**src/sv/gsfp_pkg.sv**
```systemverilog
package gsfp_pkg;

  // Frame layout
  localparam int unsigned FRAME_BYTES = 9;
  localparam int unsigned POS_W       = 4;
  localparam logic [7:0]       START_BYTE = 8'hFF;
  localparam logic [POS_W-1:0] POS_CMD    = POS_W'(1);
  localparam logic [POS_W-1:0] POS_HIGH   = POS_W'(2);
  localparam logic [POS_W-1:0] POS_LOW    = POS_W'(3);
  localparam logic [POS_W-1:0] POS_LAST   = POS_W'(FRAME_BYTES - 1);

  // Register indexes and reset values
  localparam logic REG_COMMAND_CODE   = 1'b0;
  localparam logic REG_NIBBLE_CONVERT = 1'b1;
  localparam logic [7:0] COMMAND_CODE_RST = 8'h86;

  typedef enum logic [2:0] {
    PH_HUNT = 3'b001,
    PH_CMD  = 3'b010,
    PH_DATA = 3'b100
  } gsfp_phase_t;

  typedef struct packed {
    logic [7:0] command_code;
    logic       nibble_convert;
  } gsfp_cfg_t;

  typedef struct packed {
    logic [15:0] concentration;
    logic        sum_match;
  } gsfp_res_t;

  // (v / 10) * 16 + (v % 10), modulo 256. The quotient comes from a multiply
  // by 205 / 2048, exact for all 8-bit values; only its low nibble survives.
  function automatic logic [7:0] tens_to_nibble(input logic [7:0] v);
    logic [15:0] prod;
    logic [4:0]  quo;
    logic [7:0]  rem;
    prod = 16'(v) * 16'd205;
    quo  = prod[15:11];
    rem  = v - (8'(quo) * 8'd10);
    return {quo[3:0], rem[3:0]};
  endfunction

endpackage

```
**src/sv/gsfp_parser.sv**
```systemverilog
module gsfp_parser (
  input  logic                clk,
  input  logic                rst_n,
  input  logic                accept,
  input  logic [7:0]          rx_byte,
  input  gsfp_pkg::gsfp_cfg_t cfg,
  output logic                res_valid,
  output gsfp_pkg::gsfp_res_t res
);
  import gsfp_pkg::*;

  gsfp_phase_t      phase_r, phase_nxt;
  logic [POS_W-1:0] pos_r, pos_nxt;
  logic [7:0]       sum_r, sum_nxt;
  logic [7:0]       high_r, high_nxt;
  logic [7:0]       low_r, low_nxt;
  logic [7:0]       expect_sum;
  logic [7:0]       high_out;
  logic [7:0]       low_out;

  assign expect_sum = 8'd0 - sum_r;
  assign high_out   = cfg.nibble_convert ? tens_to_nibble(high_r) : high_r;
  assign low_out    = cfg.nibble_convert ? tens_to_nibble(low_r) : low_r;

  assign res.concentration = {high_out, low_out};
  assign res.sum_match     = (rx_byte == expect_sum);

  always_comb begin
    phase_nxt = phase_r;
    pos_nxt   = pos_r;
    sum_nxt   = sum_r;
    high_nxt  = high_r;
    low_nxt   = low_r;
    res_valid = 1'b0;
    if (accept) begin
      unique case (phase_r)
        PH_CMD: begin
          if (rx_byte == cfg.command_code) begin
            phase_nxt = PH_DATA;
            sum_nxt   = rx_byte;
            pos_nxt   = POS_HIGH;
          end else begin
            phase_nxt = PH_HUNT;
            pos_nxt   = '0;
          end
        end
        PH_DATA: begin
          if (pos_r >= POS_LAST) begin
            // checksum byte: emit and go back to hunting
            res_valid = 1'b1;
            phase_nxt = PH_HUNT;
            pos_nxt   = '0;
          end else begin
            if (pos_r == POS_HIGH) high_nxt = rx_byte;
            if (pos_r == POS_LOW)  low_nxt  = rx_byte;
            sum_nxt = sum_r + rx_byte;
            pos_nxt = pos_r + POS_W'(1);
          end
        end
        default: begin
          if (rx_byte == START_BYTE) begin
            phase_nxt = PH_CMD;
            pos_nxt   = POS_CMD;
            sum_nxt   = '0;
          end else begin
            phase_nxt = PH_HUNT;
            pos_nxt   = '0;
          end
        end
      endcase
    end
  end

  always_ff @(posedge clk) begin
    if (!rst_n) begin
      phase_r <= PH_HUNT;
      pos_r   <= '0;
      sum_r   <= '0;
      high_r  <= '0;
      low_r   <= '0;
    end else begin
      phase_r <= phase_nxt;
      pos_r   <= pos_nxt;
      sum_r   <= sum_nxt;
      high_r  <= high_nxt;
      low_r   <= low_nxt;
    end
  end

endmodule

```
**src/sv/gas_sensor_frame_parser_unit.sv**
```systemverilog
// Nine-byte gas sensor frame parser. Feed received serial bytes, one word per
// byte, on the in_ channel; the block takes one byte every cycle while in_stall
// is low. A frame is 0xFF, the command byte set in register 0 (reset 0x86), six
// data bytes and a checksum byte; bytes 2 and 3 form the concentration
// (high * 256 + low). When the checksum byte is taken, one result word is
// registered for out_, into the skid word if the result register is held,
// carrying the concentration and whether the checksum (two's complement of the
// 8-bit sum of bytes 1 to 7) matched; a bad checksum still yields a word. A
// wrong command byte drops the frame and that byte is not rechecked as a start
// byte. Register 1 bit 0 selects the tens-to-nibble conversion of the high and
// low bytes. The rate is set by the per-byte state update, one register stage
// deep; a two-word output stage (result register plus skid) keeps bytes flowing
// while a result waits, and in_stall rises only when both words are held. No
// clearing pass after reset; write registers only while idle.
module gas_sensor_frame_parser_unit (
  input  logic        clk,
  input  logic        rst_n,
  input  logic        in_valid,
  output logic        in_stall,
  input  logic [7:0]  in_rx_byte,
  output logic        out_valid,
  input  logic        out_stall,
  output logic [15:0] out_concentration,
  output logic        out_sum_match,
  input  logic        cfg_wr_en,
  input  logic        cfg_index,
  input  logic [7:0]  cfg_wdata
);
  import gsfp_pkg::*;

  gsfp_cfg_t cfg_r, cfg_nxt;

  logic      in_take;
  logic      res_valid;
  gsfp_res_t res;

  // result register and skid word
  logic      out_valid_r, out_valid_nxt;
  gsfp_res_t out_data_r, out_data_nxt;
  logic      skid_valid_r, skid_valid_nxt;
  gsfp_res_t skid_data_r, skid_data_nxt;
  logic      out_free;

  // Configuration: plain indexed write.
  always_comb begin
    cfg_nxt = cfg_r;
    if (cfg_wr_en) begin
      unique case (cfg_index)
        REG_COMMAND_CODE:   cfg_nxt.command_code   = cfg_wdata;
        REG_NIBBLE_CONVERT: cfg_nxt.nibble_convert = cfg_wdata[0];
        default:            cfg_nxt = cfg_r;
      endcase
    end
  end

  always_ff @(posedge clk) begin
    if (!rst_n) begin
      cfg_r.command_code   <= COMMAND_CODE_RST;
      cfg_r.nibble_convert <= 1'b0;
    end else begin
      cfg_r <= cfg_nxt;
    end
  end

  // Accept a byte whenever the skid word is empty.
  assign in_stall = skid_valid_r;
  assign in_take  = in_valid && !in_stall;

  gsfp_parser u_parser (
    .clk       (clk),
    .rst_n     (rst_n),
    .accept    (in_take),
    .rx_byte   (in_rx_byte),
    .cfg       (cfg_r),
    .res_valid (res_valid),
    .res       (res)
  );

  // Output stage: the result register refills from the skid word first, then
  // from a fresh result; a fresh result that meets a held register goes to skid.
  assign out_free = !out_valid_r || !out_stall;

  always_comb begin
    out_valid_nxt  = out_valid_r;
    out_data_nxt   = out_data_r;
    skid_valid_nxt = skid_valid_r;
    skid_data_nxt  = skid_data_r;
    if (out_free) begin
      out_valid_nxt  = skid_valid_r || res_valid;
      out_data_nxt   = skid_valid_r ? skid_data_r : res;
      skid_valid_nxt = 1'b0;
    end else if (res_valid) begin
      skid_valid_nxt = 1'b1;
      skid_data_nxt  = res;
    end
  end

  always_ff @(posedge clk) begin
    if (!rst_n) begin
      out_valid_r  <= 1'b0;
      skid_valid_r <= 1'b0;
    end else begin
      out_valid_r  <= out_valid_nxt;
      skid_valid_r <= skid_valid_nxt;
    end
  end

  // Payload words carry no reset.
  always_ff @(posedge clk) begin
    out_data_r  <= out_data_nxt;
    skid_data_r <= skid_data_nxt;
  end

  assign out_valid         = out_valid_r;
  assign out_concentration = out_data_r.concentration;
  assign out_sum_match     = out_data_r.sum_match;

`ifndef SYNTHESIS
  a_skid_behind_out: assert property (@(posedge clk) disable iff (!rst_n)
    skid_valid_r |-> out_valid_r)
    else $error("skid word held while result register empty");

  a_no_result_into_full_skid: assert property (@(posedge clk) disable iff (!rst_n)
    res_valid |-> !skid_valid_r)
    else $error("result produced while skid word occupied");

  a_skid_fill_on_stall: assert property (@(posedge clk) disable iff (!rst_n)
    $rose(skid_valid_r) |-> $past(out_valid_r && out_stall))
    else $error("skid word filled without a stalled result");

  a_skid_keeps_data: assert property (@(posedge clk) disable iff (!rst_n)
    (skid_valid_r && $past(skid_valid_r)) |-> $stable(skid_data_r))
    else $error("skid word changed while held");
`endif

endmodule

```
**config.mk**
```make
export PLATFORM = sky130hd
export DESIGN_NAME = gas_sensor_frame_parser_unit
export DESIGN_NICKNAME = d
export VERILOG_FILES = /design/src/sv/gsfp_pkg.sv /design/src/sv/gsfp_parser.sv /design/src/sv/gas_sensor_frame_parser_unit.sv
export SDC_FILE = /design/constraint.sdc
export NUM_CORES = 1
export LEC_CHECK = 0
export BUFFER_PORTS_ARGS = -buffer_cell sky130_fd_sc_hd__buf_2
export CAP_MARGIN = 20
export CELL_PAD_IN_SITES_DETAIL_PLACEMENT = 1
export CELL_PAD_IN_SITES_GLOBAL_PLACEMENT = 2
export CORE_ASPECT_RATIO = 1.1
export CORE_MARGIN = 2
export CORE_UTILIZATION = 40
export CTS_CLUSTER_DIAMETER = 120
export DETAILED_ROUTE_END_ITERATION = 12
export PLACE_DENSITY = 0.9
export SLEW_MARGIN = 20
export SYNTH_ARGS = -nofsm -noshare
export SYNTH_HDL_FRONTEND = slang
export SYNTH_SLANG_ARGS = --single-unit
```
**constraint.sdc**
```tcl
create_clock -name clk -period 6.15 [get_ports clk]
set_clock_uncertainty 0.05 [all_clocks]
set_input_delay 1.5375 -clock clk [delete_from_list [all_inputs] [get_ports clk]]
set_output_delay 1.5375 -clock clk [all_outputs]
set_load 0.01 [all_outputs]
```
# Word level (Yosys, flattened, before mapping)
# Index checks and enable logic that the tools add are counted.
# W data, S select, Z words.
[totals]
register_bits = 76
[op_classes]
addsub = 5
eq_ne = 10
reduce_logical = 15
mux = 18
n_bitwise = 4
mul = 4
order_cmp = 1
[ops]
columns = ["cell", "count"]
rows = [
  ["$mux W8", 5],
  ["$mul A8 B8 Y16 const B", 2],
  ["$mux W17", 1],
  ["$eq A8 B8 Y1", 2],
  ["$pmux W8 S2", 1],
  ["$reduce_and A4 Y1", 3],
  ["$mul A5 B3 Y3 const B", 2],
  ["$add A8 B8 Y8", 1],
  ["$eq A4 B2 Y1 const B", 2],
  ["$eq A8 B8 Y1 const B", 1],
  ["$pmux W4 S2", 1],
  ["$reduce_and A2 Y1", 4],
  ["$sub A1 B8 Y8 const A", 1],
  ["$sub A4 B4 Y4", 2],
  ["$mux W3", 2],
  ["$pmux W3 S2", 1],
  ["$add A4 B1 Y4 const B", 1],
  ["$ge A4 B4 Y1 const B", 1],
  ["$mux W1", 4],
  ["$mux W2", 2],
  ["$mux W4", 1],
  ["$ne A2 B1 Y1 const B", 2],
  ["$not A1 Y1", 4],
  ["$eq A3 B2 Y1 const B", 1],
  ["7 further kinds", 10],
]

# Longest topological paths before layout
# Gate-level depths: netlist of run 1.
[logic_depth]
depth_word = 5
depth_mapped = 20

# By module
# A second synthesis of run 1 with hierarchy kept.
[hier_totals]
hier_cells = 562
hier_area_um2 = 5898.2
[by_module_without_submodules]
columns = ["module", "instances", "seq_area_each_um2", "cells_per_inst", "area_per_inst_um2"]
rows = [
  ["gsfp_parser", 1, 620.6, 462, 4181.5],
  ["gas_sensor_frame_parser_unit", 1, 1241.2, 100, 1716.6],
]

# Worst setup path after synthesis of run 1
# OpenSTA, ideal clock, no wires.
[synth_path]
path_type = "flip-flop to flip-flop"
startpoint = "register u_parser.low_r[1]"
endpoint = "register skid_data_r[4] (netlist bit) (data pin)"
path_stages_with_launch = 21
setup_slack_ns = 0.849
setup_time_ns = 0.263
required_ns = 5.837
t_arrival_ns = 4.988
path_cell_list = "dfxtp_1 ha_1 xor2_1 ha_1 fa_1 inv_1 fa_1 inv_1 ha_1 a21o_1 a211o_1 a41oi_2 nor2_1 xnor2_2 inv_1 ha_1 fa_1 xnor2_1 or3_1 mux2i_1 a2111o_1"
[synth_lines]
columns = ["element", "line", "rtl"]
rows = [
  ["start: declaration", "gsfp_parser.sv:16", "logic [7:0] low_r, low_nxt;"],
  ["start signal: assignment", "gsfp_parser.sv:86", "low_r <= low_nxt;"],
  ["end signal: assignment", "gas_sensor_frame_parser_unit.sv:111", "skid_data_r <= skid_data_nxt;"],
  ["end: declaration", "gas_sensor_frame_parser_unit.sv:41", "gsfp_res_t skid_data_r, skid_data_nxt;"],
]

==> results of run 1 <==
## sequential cells by signal (all words and copies together), names as in the netlist
name,cells
cfg_r,9
in_stall,1
out_concentration,16
out_sum_match,1
out_valid,1
skid_data_r,17
u_parser.high_r,8
u_parser.low_r,8
u_parser.phase_r,3
u_parser.pos_r,4
u_parser.sum_r,8
## layer usage
metal,vias up,GRT usage [%]
met5,-,0
met3,20,2.53
met4,0,5.81
li1,2251,-
met1,2248,23.0
met2,62,33.6
## stage by stage
stage / cells / power [µW] / instance area (µm²) / hold slack, ns / setup slack [ns]
2_1_floorplan: 628 / 588 / 6110 / 0.405 / 0.849
3_3_place_gp: 837 / 606 / 6450 / 0.426 / 0.641
3_5_place_dp: 837 / 609 / 6450 / 0.430 / 0.409
4_1_cts: 853 / 1180 / 6780 / 0.443 / 0.398
5_1_grt: 853 / 1210 / 6780 / 0.467 / 0.104
6_report: 853 / 1170 / 6780 / 0.435 / 0.428
## power by group through the flow
| stage | clock network, µW | registers, µW | logic [µW] |
|---|---|---|---|
| after detailed placement | 0 | 548 | 61.7 |
| after floorplan | 0 | 546 | 42.2 |
| after global routing | 604 | 537 | 69.8 |
| after CTS | 586 | 537 | 62.4 |
| after global placement | 0 | 547 | 59.0 |
| final | 576 | 537 | 61.3 |
## worst register-to-register path: stages, from the launching register on
cell and delay (ns):
dfxtp_1 0.43, ha_1 0.31, xor2_1 0.18, ha_1 0.30, fa_1 0.50, inv_1 0.06
fa_1 0.53, inv_1 0.05, ha_1 0.32, a21o_1 0.19, a211o_1 0.30, a41oi_2 0.26
nor2_1 0.12, xnor2_2 0.26, inv_1 0.08, ha_1 0.20, fa_1 0.41, xnor2_1 0.30
or3_1 0.16, mux2i_1 0.06, a2111o_1 0.40
## final timing paths
| path | from | end | slack (ns) | depth (start not counted) |
|---|---|---|---|---|
| max | u_parser.low_r[2] | skid_data_r[4] | 0.43 | 20 |
| min | cfg_r[2] | cfg_r[2] | 0.43 | 2 |
| max reg2reg | u_parser.low_r[2] | skid_data_r[4] | 0.43 | 20 |
| min reg2reg | cfg_r[2] | cfg_r[2] | 0.43 | 2 |
## layout by cell type (no fill, tap or decap), types with 6 or more instances in the layout
cell       instances
mux2_2            21
a21oi_1           29
inv_1             65
dfxtp_1           41
clkbuf_16         10
xor2_1            25
a22oi_1            8
ha_1              95
a21boi_0          24
nor3_1            10
nand4_1            7
nor2_1            25
buf_2             40
nand2_1           54
edfxtp_1          34
o21ai_0           12
nand3_1           29
xnor2_1           17
a21o_1             6
and3_1             6
fa_1              23
mux2i_1            6
## final cells by class
cell class | count | area (µm²) | area share [%]
clock inverter | 3 | 40.0 | 0.590
timing repair buffer | 43 | 223 | 3.28
sequential | 76 | 1860 | 27.5
clock buffer | 13 | 292 | 4.30
tap | 196 | 245 | 3.62
multi-input combinational | 457 | 3880 | 57.1
inverter | 65 | 244 | 3.60
## cells by family (layout without fill, tap and decap cells)
kind of cell | count (synthesis) | after routing | synth area share (%)
compound gates | 111 | 111 | 12.8
xor+xnor | 43 | 43 | 6.28
fa+ha+maj | 118 | 118 | 27.0
buf+inv | 95 | 124 | 6.22
flops | 76 | 76 | 30.5
mux | 27 | 27 | 4.85
simple gates | 158 | 158 | 12.4
==> qor.yml, run 1 <==
outcome: "completed"
syn_nets: 768
worstPathMaxFanout: 6
synth_area_leaders: "ha_1 (19%), edfxtp_1 (17%), dfxtp_1 (14%), fa_1 (7.5%), inv_1 (4.0%)"
crit_buf_inv: 3
netSwitchingPower_uw: 248
synth_area_mm2: 0.00611
postCtsHoldBufs: 0
setup_viol_count_final: 0
hp-class: "flop to flop"
synth_common_cells: "ha_1 (95), inv_1 (65), nand2_1 (54)"
cts_resized: 0
drt_iter0_drc: 201
post-route-util_pct: 45.2
vias_per_cell: 5.37
die_h_um: 134
grt_max_degree: 46
diodes: 0
met2_length_um: 7320
drc: 0
root_buffer: "clkbuf_16"
grt_setup_unrepaired: "no"
ir_drop_mv: 0.137
crit_required_ns: 6.18
nFillCells: 1722
critical-path-top-delay-family: "adder cells"
wl_um: 14200
core_mm2: 0.0150
synth_top_cell_area_share_pct: 19.4
wire_per_inst_um: 16.7
hpwl_um: 11300
drv_cap: 0
tns_ns: 0
path_cells: "ha_1, xor2_1, ha_1, fa_1, inv_1, fa_1, inv_1, ha_1, a21o_1, a211o_1, a41oi_2, nor2_1, xnor2_2, inv_1, ha_1, fa_1, xnor2_1, or3_1, mux2i_1, a2111o_1"
cp_common_cell: "ha_1"
initial_core_util_pct: 40.8
nNetsFinal: 792
slew_violations: 0
cp_slowest_stage_delay_ns: 0.53
wl_met1_um: 6320
seq_area_frac_synth_pct: 30.5
vias: 4581
area_delta_synth_final_pct: 10.9
p_per_area_mw_per_mm2: 173
clk_pin_slew_ns: 0.06
synth.most_common_cell: "ha_1"
design.die.area_mm2: 0.0163
gp_congestion: 0.860
clk_latency_ns: 0.34
worstPathArrival_ns: 5.75
grt.total_usage_pct: 18.7
grt_pass1_vias: 5004
power_frac_seq_pct: 45.7
synth_top_area_cell: "ha_1"
async_flop_share_pct: 0
cts_setup_buffers: 0
ios: 41
grt_pass1_wl_um: 24300
leakage_uw: 0.00337
ys_ff_latch: 76
synth.distinct_cells: 60
intPower_uw: 926
hold_violations: 0
comb_power_share_pct: 5.2
worst_pin_slew_ns: 1.03
cts_tree: "yes"
post-route-min-period_ns: 5.72
cpMaxStageDelayCell: "fa_1"
synth_cells: 628
num_rows: 47
pwr-share-clk_pct: 49.0
critPathLaunchType: "flop"
die_width_um: 122
max-slew-margin-rel_pct: 31.5
postSynthAreaPerCell_um2: 9.73
wl_met3_um: 371
antenna_found_initial: 0
fin_crit_sh_pct: 93.0
firstDrtPassIters: 4
io_buffer_count: 40
ant_nets: 0
cts-htree-levels: 3
gr-total-overflow: 0
cts.sinks: 76
swShare_pct: 21.1
cts-buffers-inserted: 9
ys_warn_count: 0
ys.flop_type: "dfxtp_1"
highest_layer: "met4"
drive_above_1_share_pct: 13.5
timing.fmax_mhz: 175
worst_setup_path_end_kind: "flop"
cts_max_path_buffers: 2
path_class: "flop to flop"
synth-edff-count: 34
(Power assumes the default switching activity.)
==> inputs of run 2 (changes only) <==
--- a/config.mk
+++ b/config.mk
@@ -10,7 +10,7 @@
 export CELL_PAD_IN_SITES_DETAIL_PLACEMENT = 1
 export CELL_PAD_IN_SITES_GLOBAL_PLACEMENT = 2
 export CORE_ASPECT_RATIO = 1.1
-export CORE_MARGIN = 2
+export CORE_MARGIN = 5
 export CORE_UTILIZATION = 40
 export CTS_CLUSTER_DIAMETER = 120
 export DETAILED_ROUTE_END_ITERATION = 12
==> run 2 against run 1 <==
Clock-buffer cell count fell by 3. Worst hold slack worse by 0.0016 ns. First-iteration DRC count fell by 37%. Utilization down 0.24 points. Via count increased by 1.0%. Critical path type unchanged. Critical endpoint unchanged. Largest cell class unchanged. Highest routed layer unchanged.
==> qor.yml, run 2 (same netlist as run 1, synthesis figures left out) <==
post-route-min-period_ns: 5.83
setup_viol_count_final: 0
ant_nets: 0
gp_congestion: 0.853
vias: 4629
p_per_area_mw_per_mm2: 171
cts.sinks: 76
gr-total-overflow: 0
cpMaxStageDelayCell: "fa_1"
timing.rr.start: "u_parser.low_r[1]"
largest_reg_flops: 17
vias_per_cell: 5.41
die_width_um: 128
drive_above_1_share_pct: 13.4
final_cell_mix: "ha_1 (95), inv_1 (65), nand2_1 (54)"
cts-buffers-inserted: 9
worstPathMaxFanout: 6
max-slew-margin-rel_pct: 30.1
postCtsHoldBufs: 0
tns_ns: 0
clk_latency_ns: 0.34
hp-class: "flop to flop"
slew_violations: 0
ir_drop_mv: 0.165
wire_per_inst_um: 17.3
grt_pass1_wl_um: 24900
root_buffer: "clkbuf_16"
path_cells: "ha_1, xor2_1, ha_1, fa_1, inv_1, fa_1, inv_1, ha_1, a21o_1, a211o_1, a41oi_2, nor2_1, xnor2_2, inv_1, ha_1, fa_1, xnor2_1, or3_1, mux2i_1, a2111o_1"
drc: 0
cts-htree-levels: 3
cp-startpoint: "u_parser.low_r[1]"
worstPathArrival_ns: 5.86
hold_start: "cfg_r[6]"
num_rows: 47
fin_crit_sh_pct: 94.7
design.die.area_mm2: 0.0179
antenna_found_initial: 0
clk_pin_slew_ns: 0.06
hold_slack_ns: 0.433
worst_setup_path_end_kind: "flop"
cts_tree: "yes"
core_mm2: 0.0151
cp_slowest_stage_delay_ns: 0.54
io_buffer_count: 40
drt_iter0_drc: 126
ios: 41
timing.fmax_mhz: 172
cts_setup_buffers: 0
wl_um: 14800
die_h_um: 140
worst_pin_slew_ns: 1.05
grt_pass1_vias: 5165
largest_register: "skid_data_r"
crit_buf_inv: 3
grt_max_degree: 46
area_delta_synth_final_pct: 10.8
diodes: 0
hpwl_um: 11700
critPathLaunchType: "flop"
leakage_uw: 0.00337
drv_cap: 0
grt_setup_unrepaired: "no"
firstDrtPassIters: 4
cts_resized: 0
nFillCells: 1756
grt.total_usage_pct: 17.3
nNetsFinal: 794
critical-path-top-delay-family: "adder cells"
outcome: "completed"
hold_violations: 0
initial_core_util_pct: 40.6
cp_common_cell: "ha_1"
path_class: "flop to flop"
layout_commonest_cell: "ha_1"
crit_required_ns: 6.19
cts_max_path_buffers: 2
[run 2: cell count changes in the layout (fill, tap and decap cells not counted), sizes merged]
cell,previous run,this run
clkinv,2,4
clkbuf,13,10
bufinv,1,2
buf,43,45
[run 2: stage by stage]
stage / area (µm²) / utilization [%] / setup slack [ns] / std cells / power, µW
6_report: 6770 / 45.0 / 0.324 / 855 / 1150
2_1_floorplan: 6110 / - / 0.849 / 628 / 588
4_1_cts: 6770 / 45.0 / 0.303 / 855 / 1170
5_1_grt: 6770 / 45.0 / 0.0332 / 855 / 1200
3_5_place_dp: 6460 / 42.9 / 0.324 / 839 / 610
3_3_place_gp: 6460 / 42.9 / 0.632 / 839 / 607
[run 2: final cells by class]
cell class	count	area (µm²)	share of cell area (%)
Multi-Input combinational cell	457	3880	57.2
Sequential cell	76	1860	27.5
Tap cell	196	245	3.62
Inverter	65	244	3.60
Timing Repair Buffer	45	238	3.51
Clock buffer	10	229	3.38
Clock inverter	6	78.8	1.16
[run 2: final timing paths]
path,slack [ns],to,cells past startpoint
worst max-delay path,0.32,skid_data_r[4],20
worst min-delay path,0.43,cfg_r[6],2
worst max register to register,0.32,skid_data_r[4],20
worst min register to register,0.43,cfg_r[6],2
[run 2: worst reg2reg max path, delay by kind of cell (launching register included)]
family | cells | cell delay (ns)
buffers and inverters | 3 | 0.22
AO/OA/AOI/OAI | 4 | 1.17
multiplexers | 1 | 0.07
AND/OR/NAND/NOR | 2 | 0.30
flip-flops | 1 | 0.44
adder cells (fa/ha/maj) | 7 | 2.65
XOR/XNOR | 3 | 0.70
[run 2: per-layer routing]
layer  vias to the layer above  share of wire (%)  track usage [%]
met2                        73                 53             31.7
li1                       2246                  -                -
met4                         0                1.8             4.75
met3                        21                3.4             4.25
met1                      2289                 42             19.9
met5                         -                  0                0
[run 2: power breakdown]
group	switching, µW	leakage, µW	internal [µW]
Sequential	6.05	0.000689	531
Combinational	36.6	0.00252	24.9
Clock	205	0.000154	352
Total	247	0.00337	907
==> inputs of run 3 (changes only) <==
--- a/config.mk
+++ b/config.mk
@@ -11,10 +11,11 @@
 export CELL_PAD_IN_SITES_GLOBAL_PLACEMENT = 2
 export CORE_ASPECT_RATIO = 1.1
 export CORE_MARGIN = 5
-export CORE_UTILIZATION = 40
+export CORE_UTILIZATION = 30
 export CTS_CLUSTER_DIAMETER = 120
 export DETAILED_ROUTE_END_ITERATION = 12
-export PLACE_DENSITY = 0.9
+export PLACE_DENSITY = 0.73
+export SETUP_SLACK_MARGIN = 0.3
 export SLEW_MARGIN = 20
 export SYNTH_ARGS = -nofsm -noshare
 export SYNTH_HDL_FRONTEND = slang
==> run 3 against run 2 <==
Largest power group unchanged. Critical path depth unchanged. Highest routed layer unchanged. Combinational power down 1%. Clock power up 9.2%. Utilization down 10 points. Global-route usage down 4.1 points. Final cell count up 6.3%. Clock-buffer cell count down 1. Largest cell class unchanged. Sequential power about the same. Via count down 2.1%. Design area up 1.7%.
==> qor.yml, run 3 (same netlist as run 1, synthesis figures left out) <==
rrSetupSlack_ns: 0.46
largest_reg_flops: 17
power_frac_seq_pct: 44.5
vias_per_cell: 4.99
hold_path_depth: 2
cts-htree-levels: 3
final_cell_mix: "ha_1 (95), inv_1 (65), nand2_1 (54)"
die_width_um: 146
use_met1_pct: 15.9
setup_viol_count_final: 0
layout_commonest_cell: "ha_1"
path_cells: "ha_1, xor2_1, ha_1, fa_1, inv_1, fa_1, inv_1, ha_1, a21o_1, a211o_1, a41oi_4, nor2_1, xnor2_2, inv_1, ha_1, fa_1, xnor2_2, or3_1, mux2i_1, a2111o_1"
critical-path-top-delay-family: "adder cells"
ir_drop_mv: 0.136
cts_setup_buffers: 0
tns_ns: 0
cts_resized: 0
die_h_um: 160
drv_cap: 0
slew_violations: 0
worst_pin_slew_ns: 1.05
rr_worst_depth: 20
netSwitchingPower_uw: 255
clk_latency_ns: 0.34
io_buffer_count: 40
antenna_found_initial: 0
nFillCells: 2276
root_buffer: "clkbuf_16"
cp_slowest_stage_delay_ns: 0.53
hp-class: "flop to flop"
cts_tree: "yes"
drc: 0
initial_core_util_pct: 30.7
clk_pin_slew_ns: 0.06
intPower_uw: 950
diodes: 0
cpMaxStageDelayCell: "fa_1"
area_delta_synth_final_pct: 12.7
cts-buffers-inserted: 9
grt_setup_unrepaired: "no"
crit_buf_inv: 3
fin_ws_ns: 0.459
comb_power_share_pct: 5.1
worstPathArrival_ns: 5.73
max-slew-margin-rel_pct: 29.9
crit_required_ns: 6.19
critPathLaunchType: "flop"
path_class: "flop to flop"
p_per_area_mw_per_mm2: 175
hold_start: "cfg_r[7]"
dpl.cell_count: 893
hold_path_end: "cfg_r[7]"
hpwl_um: 11900
wire_per_inst_um: 16.3
worst_setup_path_end_kind: "flop"
dp_slack_ns: 0.408
drive_above_1_share_pct: 14.0
cts_max_path_buffers: 2
leakage_uw: 0.00337
use_met3_pct: 2.98
worstPathMaxFanout: 6
gr-total-overflow: 0
postCtsHoldBufs: 0
gp_congestion: 0.810
design_area_mm2: 0.00689
pwr-share-clk_pct: 50.4
wl_um: 14800
nNetsFinal: 792
cts.sinks: 76
r2r_end: "skid_data_r[4]"
num_rows: 54
core_mm2: 0.0199
vias: 4532
ios: 41
timing.rr.start: "u_parser.low_r[1]"
grt_pass1_vias: 5069
grt_max_degree: 46
post-route-min-period_ns: 5.69
cp_common_cell: "ha_1"
hold_slack_ns: 0.431
grt.total_usage_pct: 13.3
swShare_pct: 21.2
place_area_mm2: 0.00653
final_cells: 909
firstDrtPassIters: 4
ant_nets: 0
design.die.area_mm2: 0.0233
outcome: "completed"
timing.fmax_mhz: 176
hold_violations: 0
grt_pass1_wl_um: 25300
fin_crit_sh_pct: 92.5
use_met2_pct: 23.6
busiest_layer: "met2"
drt_iter0_drc: 198
largest_register: "skid_data_r"
-- run 3: stage by stage --
stage / total power, µW / util (%)
2_1_floorplan: 588 / -
3_3_place_gp: 607 / 32.7
3_5_place_dp: 610 / 32.7
4_1_cts: 1230 / 34.4
5_1_grt: 1260 / 34.6
6_report: 1210 / 34.6
-- run 3: how the worst max path moves through the flow --
stage / from / to / slack [ns] / depth (start not counted)
after floorplan: u_parser.low_r[1] / skid_data_r[4] / 0.85 / 20
after global placement: u_parser.low_r[2] / skid_data_r[4] / 0.61 / 20
after detailed placement: u_parser.low_r[1] / skid_data_r[4] / 0.41 / 20
after CTS: u_parser.low_r[1] / skid_data_r[4] / 0.38 / 20
after global routing: u_parser.low_r[1] / skid_data_r[4] / 0.27 / 20
final: u_parser.low_r[1] / skid_data_r[4] / 0.46 / 20
-- run 3: area by class of cell --
type | instances | area [µm²] | area share [%]
multi-input cells | 457 | 3900 | 56.6
flip-flops and latches | 76 | 1870 | 27.1
well taps | 252 | 315 | 4.58
inverters | 65 | 244 | 3.54
clock buffers | 9 | 225 | 3.27
repair buffers | 43 | 223 | 3.23
clock inverters | 7 | 115 | 1.67
-- run 3: worst min-delay path, cell delays in order, from the launching register on --
cell,delay [ns]
dfxtp_1,0.32
nand2_1,0.05
a21boi_0,0.06
-- run 3: layer usage --
metal | wire length (µm) | vias to the layer above
li1 | - | 2242
met1 | 6690 | 2225
met2 | 7460 | 49
met3 | 452 | 16
met4 | 225 | 0
met5 | 0 | -
-- run 3: power groups by stage --
| stage | clock network [µW] | logic [µW] | registers (µW) |
|---|---|---|---|
| 2_1_floorplan | 0 | 42.2 | 546 |
| 3_3_place_gp | 0 | 59.4 | 548 |
| 3_5_place_dp | 0 | 61.9 | 548 |
| 4_1_cts | 627 | 62.0 | 537 |
| 5_1_grt | 651 | 68.3 | 537 |
| 6_report | 607 | 61.0 | 537 |
